$ cat src/rtl/assert_macros.svh
// assertion helpers shared by the rtl
`ifndef ASSERT_MACROS_SVH
`define ASSERT_MACROS_SVH

// property must hold at every clock edge outside reset
`define ASSERT_CLK(label, clk, rst_n, prop, msg) \
	label: assert property (@(posedge clk) disable iff (!rst_n) prop) else $error(msg);

// expression must never be true outside reset
`define ASSERT_NEVER(label, clk, rst_n, expr, msg) \
	label: assert property (@(posedge clk) disable iff (!rst_n) !(expr)) else $error(msg);

`endif

$ cat src/rtl/ssa_pkg.sv
`default_nettype none

package ssa_pkg;

	localparam int unsigned WORD_W = 64;

	localparam logic [1:0] OP_WRITE  = 2'd0;
	localparam logic [1:0] OP_HOP    = 2'd1;
	localparam logic [1:0] OP_ASSIGN = 2'd2;

	localparam logic POLICY_FIRST_FIT = 1'b0;
	localparam logic POLICY_MOST_USED = 1'b1;

	typedef struct packed {
		logic [1:0]        operation;
		logic [3:0]        from_node;
		logic [3:0]        to_node;
		logic [WORD_W-1:0] occupancy_word;
		logic [6:0]        slots_required;
	} in_item_t;

	typedef struct packed {
		logic       found;
		logic [5:0] start_slot;
		logic [6:0] slots_used;
	} out_item_t;

	typedef struct packed {
		logic clr;
		logic load;
		logic exec;
		logic step;
		logic deliver;
	} ssa_cmd_t;

	typedef struct packed {
		logic clr_last;
		logic scan_last;
		logic out_hold;
	} ssa_status_t;

endpackage

`default_nettype wire

$ cat src/rtl/ssa_ctrl.sv
`default_nettype none
`include "assert_macros.svh"

module ssa_ctrl (
	input  wire logic                clk,
	input  wire logic                arst_n,
	input  wire logic                in_valid,
	input  wire logic [1:0]          in_op,
	output logic                     in_stall,
	output ssa_pkg::ssa_cmd_t        cmd,
	input  wire ssa_pkg::ssa_status_t status
);

	localparam logic [2:0] ST_CLR  = 3'd0;
	localparam logic [2:0] ST_IDLE = 3'd1;
	localparam logic [2:0] ST_EXEC = 3'd2;
	localparam logic [2:0] ST_SCAN = 3'd3;
	localparam logic [2:0] ST_DONE = 3'd4;

	logic [2:0] state_q;
	logic [2:0] state_d;
	logic       accept;

	assign in_stall = (state_q != ST_IDLE);
	assign accept   = in_valid && !in_stall;

	always_comb begin
		state_d = state_q;
		cmd     = '0;
		case (state_q)
			ST_CLR: begin
				cmd.clr = 1'b1;
				if (status.clr_last) begin
					state_d = ST_IDLE;
				end
			end
			ST_IDLE: begin
				if (accept) begin
					cmd.load = 1'b1;
					if (in_op inside {ssa_pkg::OP_WRITE, ssa_pkg::OP_HOP}) begin
						state_d = ST_EXEC;
					end else if (in_op == ssa_pkg::OP_ASSIGN) begin
						state_d = ST_SCAN;
					end
				end
			end
			ST_EXEC: begin
				cmd.exec = 1'b1;
				state_d  = ST_IDLE;
			end
			ST_SCAN: begin
				cmd.step = 1'b1;
				if (status.scan_last) begin
					state_d = ST_DONE;
				end
			end
			ST_DONE: begin
				if (!status.out_hold) begin
					cmd.deliver = 1'b1;
					state_d     = ST_IDLE;
				end
			end
			default: begin
				state_d = ST_IDLE;
			end
		endcase
	end

	always_ff @(posedge clk or negedge arst_n) begin
		if (!arst_n) begin
			state_q <= ST_CLR;
		end else begin
			state_q <= state_d;
		end
	end

	`ASSERT_CLK(a_assign_holds_input, clk, arst_n, (accept && in_op == ssa_pkg::OP_ASSIGN) |=> in_stall, "input taken during assign")
	`ASSERT_NEVER(a_deliver_when_held, clk, arst_n, cmd.deliver && status.out_hold, "result overwrote held item")

endmodule

`default_nettype wire

$ cat config.mk
export PLATFORM = sky130hd
export DESIGN_NAME = ssa_ctrl
export DESIGN_NICKNAME = d
export VERILOG_FILES = /design/src/rtl/ssa_pkg.sv /design/src/rtl/ssa_ctrl.sv
export VERILOG_INCLUDE_DIRS = /design/src /design/src/rtl
export SDC_FILE = /design/constraint.sdc
export NUM_CORES = 1
export LEC_CHECK = 0
export BUFFER_PORTS_ARGS = -buffer_cell sky130_fd_sc_hd__buf_2
export CORE_AREA = 8 8 45 47
export CTS_CLUSTER_DIAMETER = 30
export DETAILED_ROUTE_END_ITERATION = 8
export DIE_AREA = 0 0 53 55
export PLACE_DENSITY_LB_ADDON = 0.2
export SLEW_MARGIN = 25
export SYNTH_ARGS = -nofsm -noshare
export SYNTH_HDL_FRONTEND = slang
export SYNTH_SLANG_ARGS = --single-unit
export TNS_END_PERCENT = 50
$ cat constraint.sdc
create_clock -name clk -period 2.72 [get_ports clk]
set_input_delay 0.544 -clock clk [delete_from_list [all_inputs] [get_ports clk]]
set_output_delay 0.544 -clock clk [all_outputs]
set_load 0.05 [all_outputs]
# Word level (Yosys, flattened, before mapping)

Cells that the tools add are included.
W data, S select, Z words.

Output and inout bits: 6
Flip-flop bits (word level): 3
Input port bits: 8

Equality and inequality tests: 12
Multiplexer cells: 14
Reduce and logical (&&, ||, !) cells: 6

Operator list:

| cell                 | count |
|---|---|
| $mux W3              | 6 |
| $pmux W3 S4          | 1 |
| $ne A2 B2 Y1 const B | 4 |
| $mux W1              | 7 |
| $eq A3 B2 Y1 const B | 2 |
| $reduce_and A5 Y1    | 1 |
| $eq A3 B1 Y1 const B | 1 |
| $eq A3 B3 Y1 const B | 1 |
| $logic_not A3 Y1     | 1 |
| $ne A3 B1 Y1 const B | 1 |
| $ne A3 B3 Y1 const B | 1 |
| $eq A2 B1 Y1 const B | 1 |
| $eq A2 B2 Y1 const B | 1 |
| $logic_not A2 Y1     | 1 |
| $reduce_bool A2 Y1   | 1 |
| $logic_and A1 B1 Y1  | 1 |
| $logic_not A1 Y1     | 1 |

# Longest topological paths before layout

Gate-level depths: netlist of the first run.

Depth in word-level cells: 5
Mapped depth: 4
Mapped depth without buffers: 3

# Worst setup path after synthesis of the first run

Ideal clock, no wire load.

Kind: register to output
From: register state_q[1]
To: output cmd[2] in the netlist's numbering
Path buffers: 1
Data arrival time: 1591 ps
Cell stages (with the launch flop): 3
Slack: 585 ps
Cells stage by stage: dfrtp_1 buf_6 nor3b_1

RTL lines:

| what                   | line           | RTL |
|---|---|---|
| start, declared        | ssa_ctrl.sv:20 | `logic [2:0] state_q;` |
| start signal, assigned | ssa_ctrl.sv:73 | `state_q <= state_d;` |
| end, declared          | ssa_ctrl.sv:10 | `output ssa_pkg::ssa_cmd_t cmd,` |

==> results of run 1 <==
-- how the worst max path moves through the flow --
stage / cells past startpoint / startpoint / to
2_1_floorplan: 2 / state_q[1] / cmd[2]
3_3_place_gp: 3 / state_q[2] / cmd[1]
3_5_place_dp: 3 / state_q[2] / cmd[1]
4_1_cts: 3 / state_q[2] / cmd[1]
5_1_grt: 4 / state_q[2] / cmd[3]
6_report: 4 / state_q[2] / cmd[3]
-- layout make-up --
class | count | area share [%]
sequential | 3 | 24.4
inverter | 2 | 2.44
multi-input combinational | 19 | 37.0
timing repair buffer | 13 | 21.1
clock buffer | 4 | 8.54
tap | 16 | 6.50
-- cell usage after synthesis --
master | n | area [um2]
sky130_fd_sc_hd__and2_2 | 1 | 7.51
sky130_fd_sc_hd__dfrtp_1 | 3 | 75.1
sky130_fd_sc_hd__nor3b_1 | 1 | 7.51
sky130_fd_sc_hd__a21boi_1 | 1 | 7.51
sky130_fd_sc_hd__nor2b_2 | 1 | 8.76
sky130_fd_sc_hd__o21ai_0 | 1 | 5.00
sky130_fd_sc_hd__o21ai_1 | 1 | 5.00
sky130_fd_sc_hd__nor3_1 | 1 | 5.00
sky130_fd_sc_hd__nand2b_2 | 1 | 8.76
sky130_fd_sc_hd__inv_1 | 2 | 7.51
sky130_fd_sc_hd__nand3_1 | 1 | 5.00
sky130_fd_sc_hd__nor2_1 | 3 | 11.3
sky130_fd_sc_hd__buf_6 | 1 | 11.3
sky130_fd_sc_hd__o31ai_1 | 1 | 7.51
sky130_fd_sc_hd__nand2_1 | 3 | 11.3
sky130_fd_sc_hd__a211o_1 | 1 | 8.76
sky130_fd_sc_hd__or2b_1 | 1 | 7.51
sky130_fd_sc_hd__a22oi_1 | 1 | 7.51
-- cell families after synthesis --
group,share of synthesized area (%)
AOI/OAI and AO/OA,19.9
DFF,36.1
buffers and inverters,9.04
and+or+nand+nor,34.9
-- metal layers --
layer  vias to the layer above  share of wire [%]  track usage (%)
met5                         -                  0                0
met4                         0                3.7             6.47
met3                         3                4.6             1.87
met2                         8                 52             6.84
met1                       100                 39             4.26
li1                        116                  -                -
-- power groups by stage --
stage / clock network (mW) / logic, mW / registers, mW
4_1_cts: 0.0843 / 0.242 / 0.0893
5_1_grt: 0.0854 / 0.255 / 0.0928
6_report: 0.0804 / 0.238 / 0.0893
2_1_floorplan: 0 / 0.216 / 0.0737
3_3_place_gp: 0 / 0.242 / 0.0925
3_5_place_dp: 0 / 0.242 / 0.0900
-- worst register-to-register path: stages, from the launching register on --
cell and delay, ps:
sky130_fd_sc_hd__dfrtp_1 460, sky130_fd_sc_hd__o31ai_1 300, sky130_fd_sc_hd__a22oi_1 130
-- layout by cell type (no fill, tap or decap), types with 2 or more instances in the layout --
cell type	n
sky130_fd_sc_hd__nor2_1	3
sky130_fd_sc_hd__clkbuf_4	3
sky130_fd_sc_hd__dfrtp_1	3
sky130_fd_sc_hd__buf_2	13
sky130_fd_sc_hd__inv_1	2
sky130_fd_sc_hd__nand2_1	3
-- stage by stage --
step | cells | hold WS [ps] | util [%] | cell area, um2
after floorplan | 25 | 248 | - | 208
after global placement | 53 | 344 | 20.3 | 282
after detailed placement | 53 | 345 | 20.3 | 282
after CTS | 57 | 89.3 | 22.2 | 308
after global routing | 57 | 93.5 | 22.2 | 308
final | 57 | 94.4 | 22.2 | 308
==> results.py, run 1 <==
metrics = {
    "status": {
        "run_status": "completed",
    },
    "power_and_ir_drop": {
        "seq_power_share_pct": 21.9,
        "clk_network_pwr_share_pct": 19.7,
        "p_per_area_nw_per_um2": 1320,
        "total_power_mw": 0.407,
        "power.leakage_nw": 0.159,
        "maximum_vdd_drop_uv": 299,
        "net-switching-power_mw": 0.222,
        "internal-power_mw": 0.185,
        "power_frac_comb_pct": 58.3,
        "netSwitchingFraction_pct": 54.6,
    },
    "clock_network": {
        "cts_setup_buffers": 0,
        "post_cts_resized": 0,
        "cts_max_path_buffers": 2,
        "cts_htree_levels": 1,
        "cts_buffers": 3,
        "clock_tree_from_tritoncts": "built",
        "path_clk_slew_ps": 40,
        "insertion_delay_of_the_later_clocked_pin_in_the_worst_skew_pair_ps": 240,
        "cts_hold_buf": 0,
        "clockRootBuffer": "sky130_fd_sc_hd__clkbuf_4",
        "tritoncts_num_sinks": 3,
    },
    "die": {
        "top_level_ports": 14,
        "die_width_um": 53,
        "die_height_um": 55,
        "fp-row-count": 14,
        "floorplan.initialDensity_pct": 15.0,
        "dieArea_um2": 2920,
        "core_region_area_um2": 1380,
    },
    "route": {
        "route.final.wire_length_um": 590,
        "dr.first_iter.drc_count": 3,
        "vias_per_cell": 3.98,
        "via_count": 227,
        "drc": 0,
        "routed_len_inst_um": 10.4,
        "drt-pass1-iter-count": 2,
        "final_antenna_net_count": 0,
    },
    "sta": {
        "rsz0062_at_grt": "no",
        "finalSetupViolCount": 0,
        "period_needed_ps": 1860,
        "maxSlewHeadroom_pct": 82.1,
        "transition_time_at_the_pin_with_the_least_slew_margin_ps": 268,
        "max_clock_freq_mhz": 537,
        "fin_skew_ps": 2.89,
        "post-route-worst-setup-slack_ps": 858,
        "final_max_slew_viol_count": 0,
        "timing.setup.tns_ps": 0,
        "finalHoldViolCount": 0,
        "min_period_over_period_pct": 68.5,
    },
    "worst_setup_path": {
        "reg2reg_to": "state_q[0]",
        "cell_breakdown_of_the_critical_path": "nor2b_2 -> nand2b_2 -> nor2_1 -> buf_2",
        "timing.critical_path.to_type": "primary output",
        "crit_required_ps": 2180,
        "timing.reg2reg.setup_slack_ps": 1700,
        "worst-endpoint-arrival_ps": 1320,
        "ff2ff_path_depth": 2,
        "timing.critical_path.buf_inv": 1,
        "critical-path-slowest-cell": "sky130_fd_sc_hd__dfrtp_1",
        "critical_path.max_stage_delay_ps": 430,
        "critical_path.reg2reg.startpoint": "state_q[1]",
        "start_kind": "flip-flop",
        "critical_path.max_fanout": 6,
        "critical_path.top_delay_family": "flip-flops",
        "worst-setup-path-type": "reg -> out",
    },
    "min_path": {
        "hp-class": "in -> async",
    },
    "job": {
        "max_capacitance_violation_count": 0,
    },
    "global_routing": {
        "grt_pass1_wl_um": 910,
        "grt_use_total_pct": 4.65,
        "antenna_found_initial": 0,
        "maximum_number_of_pins_on_one_net_before_global_route_repair": 11,
        "grt.overflow.total": 0,
        "number_of_global_route_vias_before_repair": 227,
    },
    "placed_design": {
        "hpwl_um": 496,
        "globalplace.congestion": 0.657,
        "numPortBuffers": 13,
        "place_ws_ps": 1100,
    },
    "layout": {
        "fill_cells": 156,
        "antenna_cells_inserted": 0,
        "number_of_flip_flops_in_the_largest_register": 3,
        "synth_to_final_area_change_pct": 48.2,
        "largestRegisters": "state_q (3)",
        "final_layout_size_suffix_gt1_share_pct": 46.3,
        "fin_nets": 50,
        "final-seq-area_um2": 75.1,
        "top_register": "state_q",
        "multiInputGateArea_um2": 114,
    },
    "synthesis": {
        "synthesis.area_per_instance_um2": 8.31,
        "synth_sequential_area_ratio_pct": 36.1,
        "synth-seq-cells": 3,
        "syn_inst": 25,
        "postSynthNetCount": 33,
        "post_synth_instance_area_um2": 208,
        "yosys.cell_types.count": 18,
        "synth_warnings": 0,
    },
}
Power figures use the tool's default switching activity.
==> inputs of run 2 (changes only) <==
==> constraint.sdc (replaced) <==
create_clock -name clk -period 1.5 [get_ports clk]
set_input_delay 0.3 -clock clk [delete_from_list [all_inputs] [get_ports clk]]
set_output_delay 0.3 -clock clk [all_outputs]
set_load 0.05 [all_outputs]
==> run 2 against run 1 <==
Net effect:
- count of clock-buffer cells in the layout is the same
- sequential share of layout area shrank 5.0 points
- highest routed layer unchanged
- via count up 9.7%
==> results.py, run 2 (same netlist as run 1, synthesis figures left out) <==
metrics = {
    "worst_setup_path": {
        "timing.critical_path.to_type": "primary output",
        "worst-endpoint-arrival_ps": 1180,
        "critical_path.reg2reg.startpoint": "state_q[1]",
        "timing.critical_path.buf_inv": 1,
        "crit_end": "cmd[3]",
        "start_kind": "flip-flop",
        "worst-path-stages": 4,
        "cell_breakdown_of_the_critical_path": "nor2b_4 -> nand2b_2 -> nor2_2 -> buf_6",
        "crit_required_ps": 1200,
        "worst-setup-path-type": "reg -> out",
        "reg2reg_to": "state_q[0]",
        "ff2ff_path_depth": 3,
        "timing.critical_path.from": "state_q[0]",
        "critical-path-slowest-cell": "sky130_fd_sc_hd__dfrtp_1",
        "critical_path.max_stage_delay_ps": 410,
        "critical_path.top_delay_family": "flip-flops",
        "timing.reg2reg.setup_slack_ps": 380,
        "critical_path.max_fanout": 4,
    },
    "layout": {
        "post-route-util_pct": 28.5,
        "fin_area_um2": 394,
        "synth_to_final_area_change_pct": 89.8,
        "number_of_flip_flops_in_the_largest_register": 3,
        "layout.cells.most_common_list": "sky130_fd_sc_hd__buf_2, sky130_fd_sc_hd__buf_6, sky130_fd_sc_hd__buf_4",
        "top_register": "state_q",
        "final_layout_size_suffix_gt1_share_pct": 64.4,
        "antenna_cells_inserted": 0,
        "layout.cells.most_common": "sky130_fd_sc_hd__buf_2",
        "instances_no_fill": 61,
        "fin_nets": 54,
        "largestRegisters": "state_q (3)",
        "fill_cells": 150,
    },
    "die": {
        "top_level_ports": 14,
        "die_width_um": 53,
        "fp-row-count": 14,
        "dieArea_um2": 2920,
        "floorplan.initialDensity_pct": 15.0,
        "die_height_um": 55,
        "core_region_area_um2": 1380,
    },
    "sta": {
        "final_max_slew_viol_count": 0,
        "maxSlewHeadroom_pct": 83.7,
        "post-route-worst-setup-slack_ps": 19.0,
        "fin_skew_ps": 2.53,
        "finalSetupViolCount": 0,
        "period_needed_ps": 1480,
        "max_clock_freq_mhz": 675,
        "min_period_over_period_pct": 98.7,
        "timing.setup.tns_ps": 0,
        "fin_worst_hold_slack_ps": 327,
        "finalHoldViolCount": 0,
        "transition_time_at_the_pin_with_the_least_slew_margin_ps": 242,
        "rsz0062_at_grt": "yes",
    },
    "route": {
        "highest_routed_layer": "met4",
        "drc": 0,
        "vias_per_cell": 4.08,
        "routed_length_on_met1_um": 283,
        "wl_met3_um": 55,
        "drt-pass1-iter-count": 4,
        "route.final.wire_length_um": 648,
        "final_antenna_net_count": 0,
        "routed_len_inst_um": 10.6,
        "via_count": 249,
        "wl_met2_um": 290,
        "dr.first_iter.drc_count": 1,
    },
    "clock_network": {
        "cts_buffers": 3,
        "clock_tree_from_tritoncts": "built",
        "path_clk_slew_ps": 40,
        "cts_htree_levels": 1,
        "insertion_delay_of_the_later_clocked_pin_in_the_worst_skew_pair_ps": 240,
        "clockRootBuffer": "sky130_fd_sc_hd__clkbuf_4",
        "cts_max_path_buffers": 2,
        "tritoncts_num_sinks": 3,
    },
    "placed_design": {
        "dp_cells": 54,
        "numPortBuffers": 13,
        "globalplace.congestion": 0.657,
        "detailed_place.area_um2": 299,
        "hpwl_um": 495,
        "place_ws_ps": 122,
    },
    "global_routing": {
        "antenna_found_initial": 0,
        "grt_pass1_wl_um": 1080,
        "number_of_global_route_vias_before_repair": 280,
        "grt_use_total_pct": 5.31,
        "maximum_number_of_pins_on_one_net_before_global_route_repair": 7,
        "grt.overflow.total": 0,
    },
    "job": {
        "max_capacitance_violation_count": 0,
    },
    "min_path": {
        "hp-class": "in -> reg",
    },
    "power_and_ir_drop": {
        "seq_power_share_pct": 17.9,
        "maximum_vdd_drop_uv": 831,
        "total_power_mw": 0.887,
        "net-switching-power_mw": 0.443,
        "internal-power_mw": 0.444,
        "netSwitchingFraction_pct": 50.0,
        "p_per_area_nw_per_um2": 2250,
        "power_frac_comb_pct": 65.9,
        "clk_network_pwr_share_pct": 16.3,
        "power.leakage_nw": 0.190,
    },
    "status": {
        "run_status": "completed",
    },
}
run 2: worst min path at each step:
stage	cells after the start	endpoint	slack, ps	start
after floorplan	0	state_q[0]	4	arst_n
after global placement	1	state_q[1]	100	arst_n
after detailed placement	1	state_q[0]	100	arst_n
after CTS	3	state_q[2]	320	status[0]
after global routing	3	state_q[1]	350	in_op[0]
final	3	state_q[2]	330	status[0]
run 2: metal layers:
metal | global-route usage, % | vias to the layer above
met5 | 0 | -
met4 | 7.76 | 0
met3 | 1.87 | 2
met2 | 6.84 | 12
met1 | 5.65 | 112
li1 | - | 123
run 2: layout make-up:
type | count | area [um2] | share of cell area (%)
multi-input cells | 19 | 139 | 35.2
well taps | 16 | 20.0 | 5.08
clock buffers | 4 | 26.3 | 6.67
repair buffers | 17 | 125 | 31.7
flip-flops and latches | 3 | 76.3 | 19.4
inverters | 2 | 7.51 | 1.90
run 2: power groups by stage:
stage / clock network (mW) / logic (mW) / registers, mW
after floorplan: 0 / 0.400 / 0.140
after global placement: 0 / 0.464 / 0.158
after detailed placement: 0 / 0.462 / 0.161
after CTS: 0.150 / 0.562 / 0.160
after global routing: 0.151 / 0.622 / 0.169
final: 0.144 / 0.584 / 0.159
run 2: what timing repair did:
action	CTS	global route
hold buffers	1	0
gates resized for setup	10	6
pin swaps	0	1
buffers inserted	2	0
setup endpoints to repair	5	5
hold endpoints to repair	3	0
run 2: worst min-delay path, cell delays in order:
cell	delay [ps]
sky130_fd_sc_hd__buf_2	110
sky130_fd_sc_hd__inv_1	50
sky130_fd_sc_hd__o21ai_1	60
==> inputs of run 3 (changes only) <==
--- a/config.mk
+++ b/config.mk
@@ -7,11 +7,13 @@
 export NUM_CORES = 1
 export LEC_CHECK = 0
 export BUFFER_PORTS_ARGS = -buffer_cell sky130_fd_sc_hd__buf_2
+export CAP_MARGIN = 25
 export CORE_AREA = 8 8 45 47
 export CTS_CLUSTER_DIAMETER = 30
 export DETAILED_ROUTE_END_ITERATION = 8
 export DIE_AREA = 0 0 53 55
 export PLACE_DENSITY_LB_ADDON = 0.2
+export SETUP_SLACK_MARGIN = 0.3
 export SLEW_MARGIN = 25
 export SYNTH_ARGS = -nofsm -noshare
 export SYNTH_HDL_FRONTEND = slang
==> run 3 against run 2 <==
Net effect:
- final cell count up 11%
- die area is the same
- utilization up 8.0 points
- critical path depth is 1 lower
- first-iteration DRC count rose to 4.0 times the previous value
- global-route usage increased by 0.61 points
==> results.py, run 3 (same netlist as run 1, synthesis figures left out) <==
metrics = {
    "clock_network": {
        "tritoncts_num_sinks": 3,
        "path_clk_slew_ps": 40,
        "cts_buffers": 3,
        "clockRootBuffer": "sky130_fd_sc_hd__clkbuf_4",
        "clock_tree_from_tritoncts": "built",
        "cts_max_path_buffers": 2,
        "insertion_delay_of_the_later_clocked_pin_in_the_worst_skew_pair_ps": 230,
        "cts_htree_levels": 1,
    },
    "sta": {
        "min_period_over_period_pct": 97.9,
        "fin_skew_ps": 0.768,
        "finalSetupViolCount": 0,
        "max_clock_freq_mhz": 681,
        "transition_time_at_the_pin_with_the_least_slew_margin_ps": 251,
        "maxSlewHeadroom_pct": 83.4,
        "final_max_slew_viol_count": 0,
        "period_needed_ps": 1470,
        "finalHoldViolCount": 0,
        "rsz0062_at_grt": "yes",
    },
    "global_routing": {
        "antenna_found_initial": 0,
        "maximum_number_of_pins_on_one_net_before_global_route_repair": 7,
        "grt_use_total_pct": 5.92,
        "grt_pass1_wl_um": 1260,
        "grt.overflow.total": 0,
        "number_of_global_route_vias_before_repair": 299,
    },
    "route": {
        "final_antenna_net_count": 0,
        "drc": 0,
        "route.final.wire_length_um": 755,
        "via_count": 268,
        "routed_len_inst_um": 11.1,
        "drt-pass1-iter-count": 2,
        "dr.first_iter.drc_count": 4,
        "vias_per_cell": 3.94,
    },
    "layout": {
        "post-route-util_pct": 36.4,
        "layout.cells.most_common_list": "sky130_fd_sc_hd__buf_2, sky130_fd_sc_hd__buf_4, sky130_fd_sc_hd__buf_6",
        "fin_nets": 61,
        "antenna_cells_inserted": 0,
        "final_layout_size_suffix_gt1_share_pct": 73.1,
        "largestRegisters": "state_q (3)",
        "fin_area_um2": 504,
        "top_register": "state_q",
        "synth_to_final_area_change_pct": 143,
        "number_of_flip_flops_in_the_largest_register": 3,
    },
    "power_and_ir_drop": {
        "total_power_mw": 1.11,
        "maximum_vdd_drop_uv": 927,
        "p_per_area_nw_per_um2": 2210,
        "power.leakage_nw": 0.236,
    },
    "placed_design": {
        "detailed_place.area_um2": 354,
        "numPortBuffers": 13,
        "hpwl_um": 532,
        "globalplace.congestion": 0.730,
    },
    "min_path": {
        "hp-class": "in -> reg",
    },
    "die": {
        "top_level_ports": 14,
        "core_region_area_um2": 1380,
        "die_height_um": 55,
        "floorplan.initialDensity_pct": 15.0,
        "dieArea_um2": 2920,
        "fp-row-count": 14,
        "die_width_um": 53,
    },
    "worst_setup_path": {
        "crit_required_ps": 1200,
        "critical_path.max_stage_delay_ps": 440,
        "critical-path-slowest-cell": "sky130_fd_sc_hd__dfrtp_2",
        "cell_breakdown_of_the_critical_path": "buf_4 -> nor3_4 -> buf_6",
        "start_kind": "flip-flop",
        "critical_path.top_delay_family": "flip-flops",
        "worst-endpoint-arrival_ps": 1170,
        "critical_path.max_fanout": 4,
        "timing.critical_path.buf_inv": 2,
        "worst-setup-path-type": "reg -> out",
        "timing.critical_path.to_type": "primary output",
    },
    "job": {
        "max_capacitance_violation_count": 0,
    },
    "status": {
        "run_status": "completed",
    },
}
==> run 3: final cells by class <==
class                   count  area (um2)
repair buffers             24         200
well taps                  16        20.0
multi-input cells          19         171
fillers                   145         880
clock buffers               4        26.3
flip-flops and latches      3        78.8
inverters                   2        7.51
==> run 3: worst register-to-register path: cells and delay by family, from the launching register on <==
family / cells / cell delay, ps
compound gates: 2 / 370
flops: 1 / 450
buf+inv: 2 / 280
==> run 3: metal layers <==
layer / GRT usage, % / vias up / wire length [um] / share of wire (%)
met4: 5.17 / 0 / 0 / 0
met2: 8.20 / 10 / 356 / 47
li1: - / 138 / - / -
met1: 6.43 / 120 / 337 / 45
met5: 0 / - / 0 / 0
met3: 3.21 / 0 / 61 / 8.1
==> run 3: where the power goes <==
part           leakage, nW  internal (mW)  switching [mW]  total [mW]
Clock               0.0150         0.0998          0.0436       0.143
Sequential          0.0333          0.118          0.0581       0.176
Combinational        0.188          0.378           0.418       0.795
Total                0.236          0.595           0.519        1.11
==> run 3: final timing paths <==
kind	endpoint	slack, ps	depth (start not counted)	from
setup reg to reg	state_q[0]	260	4	state_q[1]
hold / removal	state_q[1]	350	3	in_op[0]
min in group asynchronous	state_q[1]	390	2	arst_n
hold reg to reg	state_q[2]	640	2	state_q[1]
max in group asynchronous	state_q[2]	1000	2	arst_n
setup / recovery	cmd[4]	30	3	state_q[2]
==> run 3: timing repair <==
item / CTS / global route
setup buffers: 6 / 1
hold endpoints to repair: 3 / 0
setup endpoints to repair: 6 / 8
pin swaps: 1 / 5
hold buffers: 1 / 0
resized for setup: 17 / 2
==> run 3: metrics by stage <==
step	TNS [ps]	hold WS, ps	std cells	worst slack [ps]
finish	0	347	68	31.8
detailed placement	0	99.0	56	128
floorplan	0	4.41	25	106
global placement	0	98.1	56	125
CTS	0	344	67	15.7
global route	-52.9	361	68	-17.6
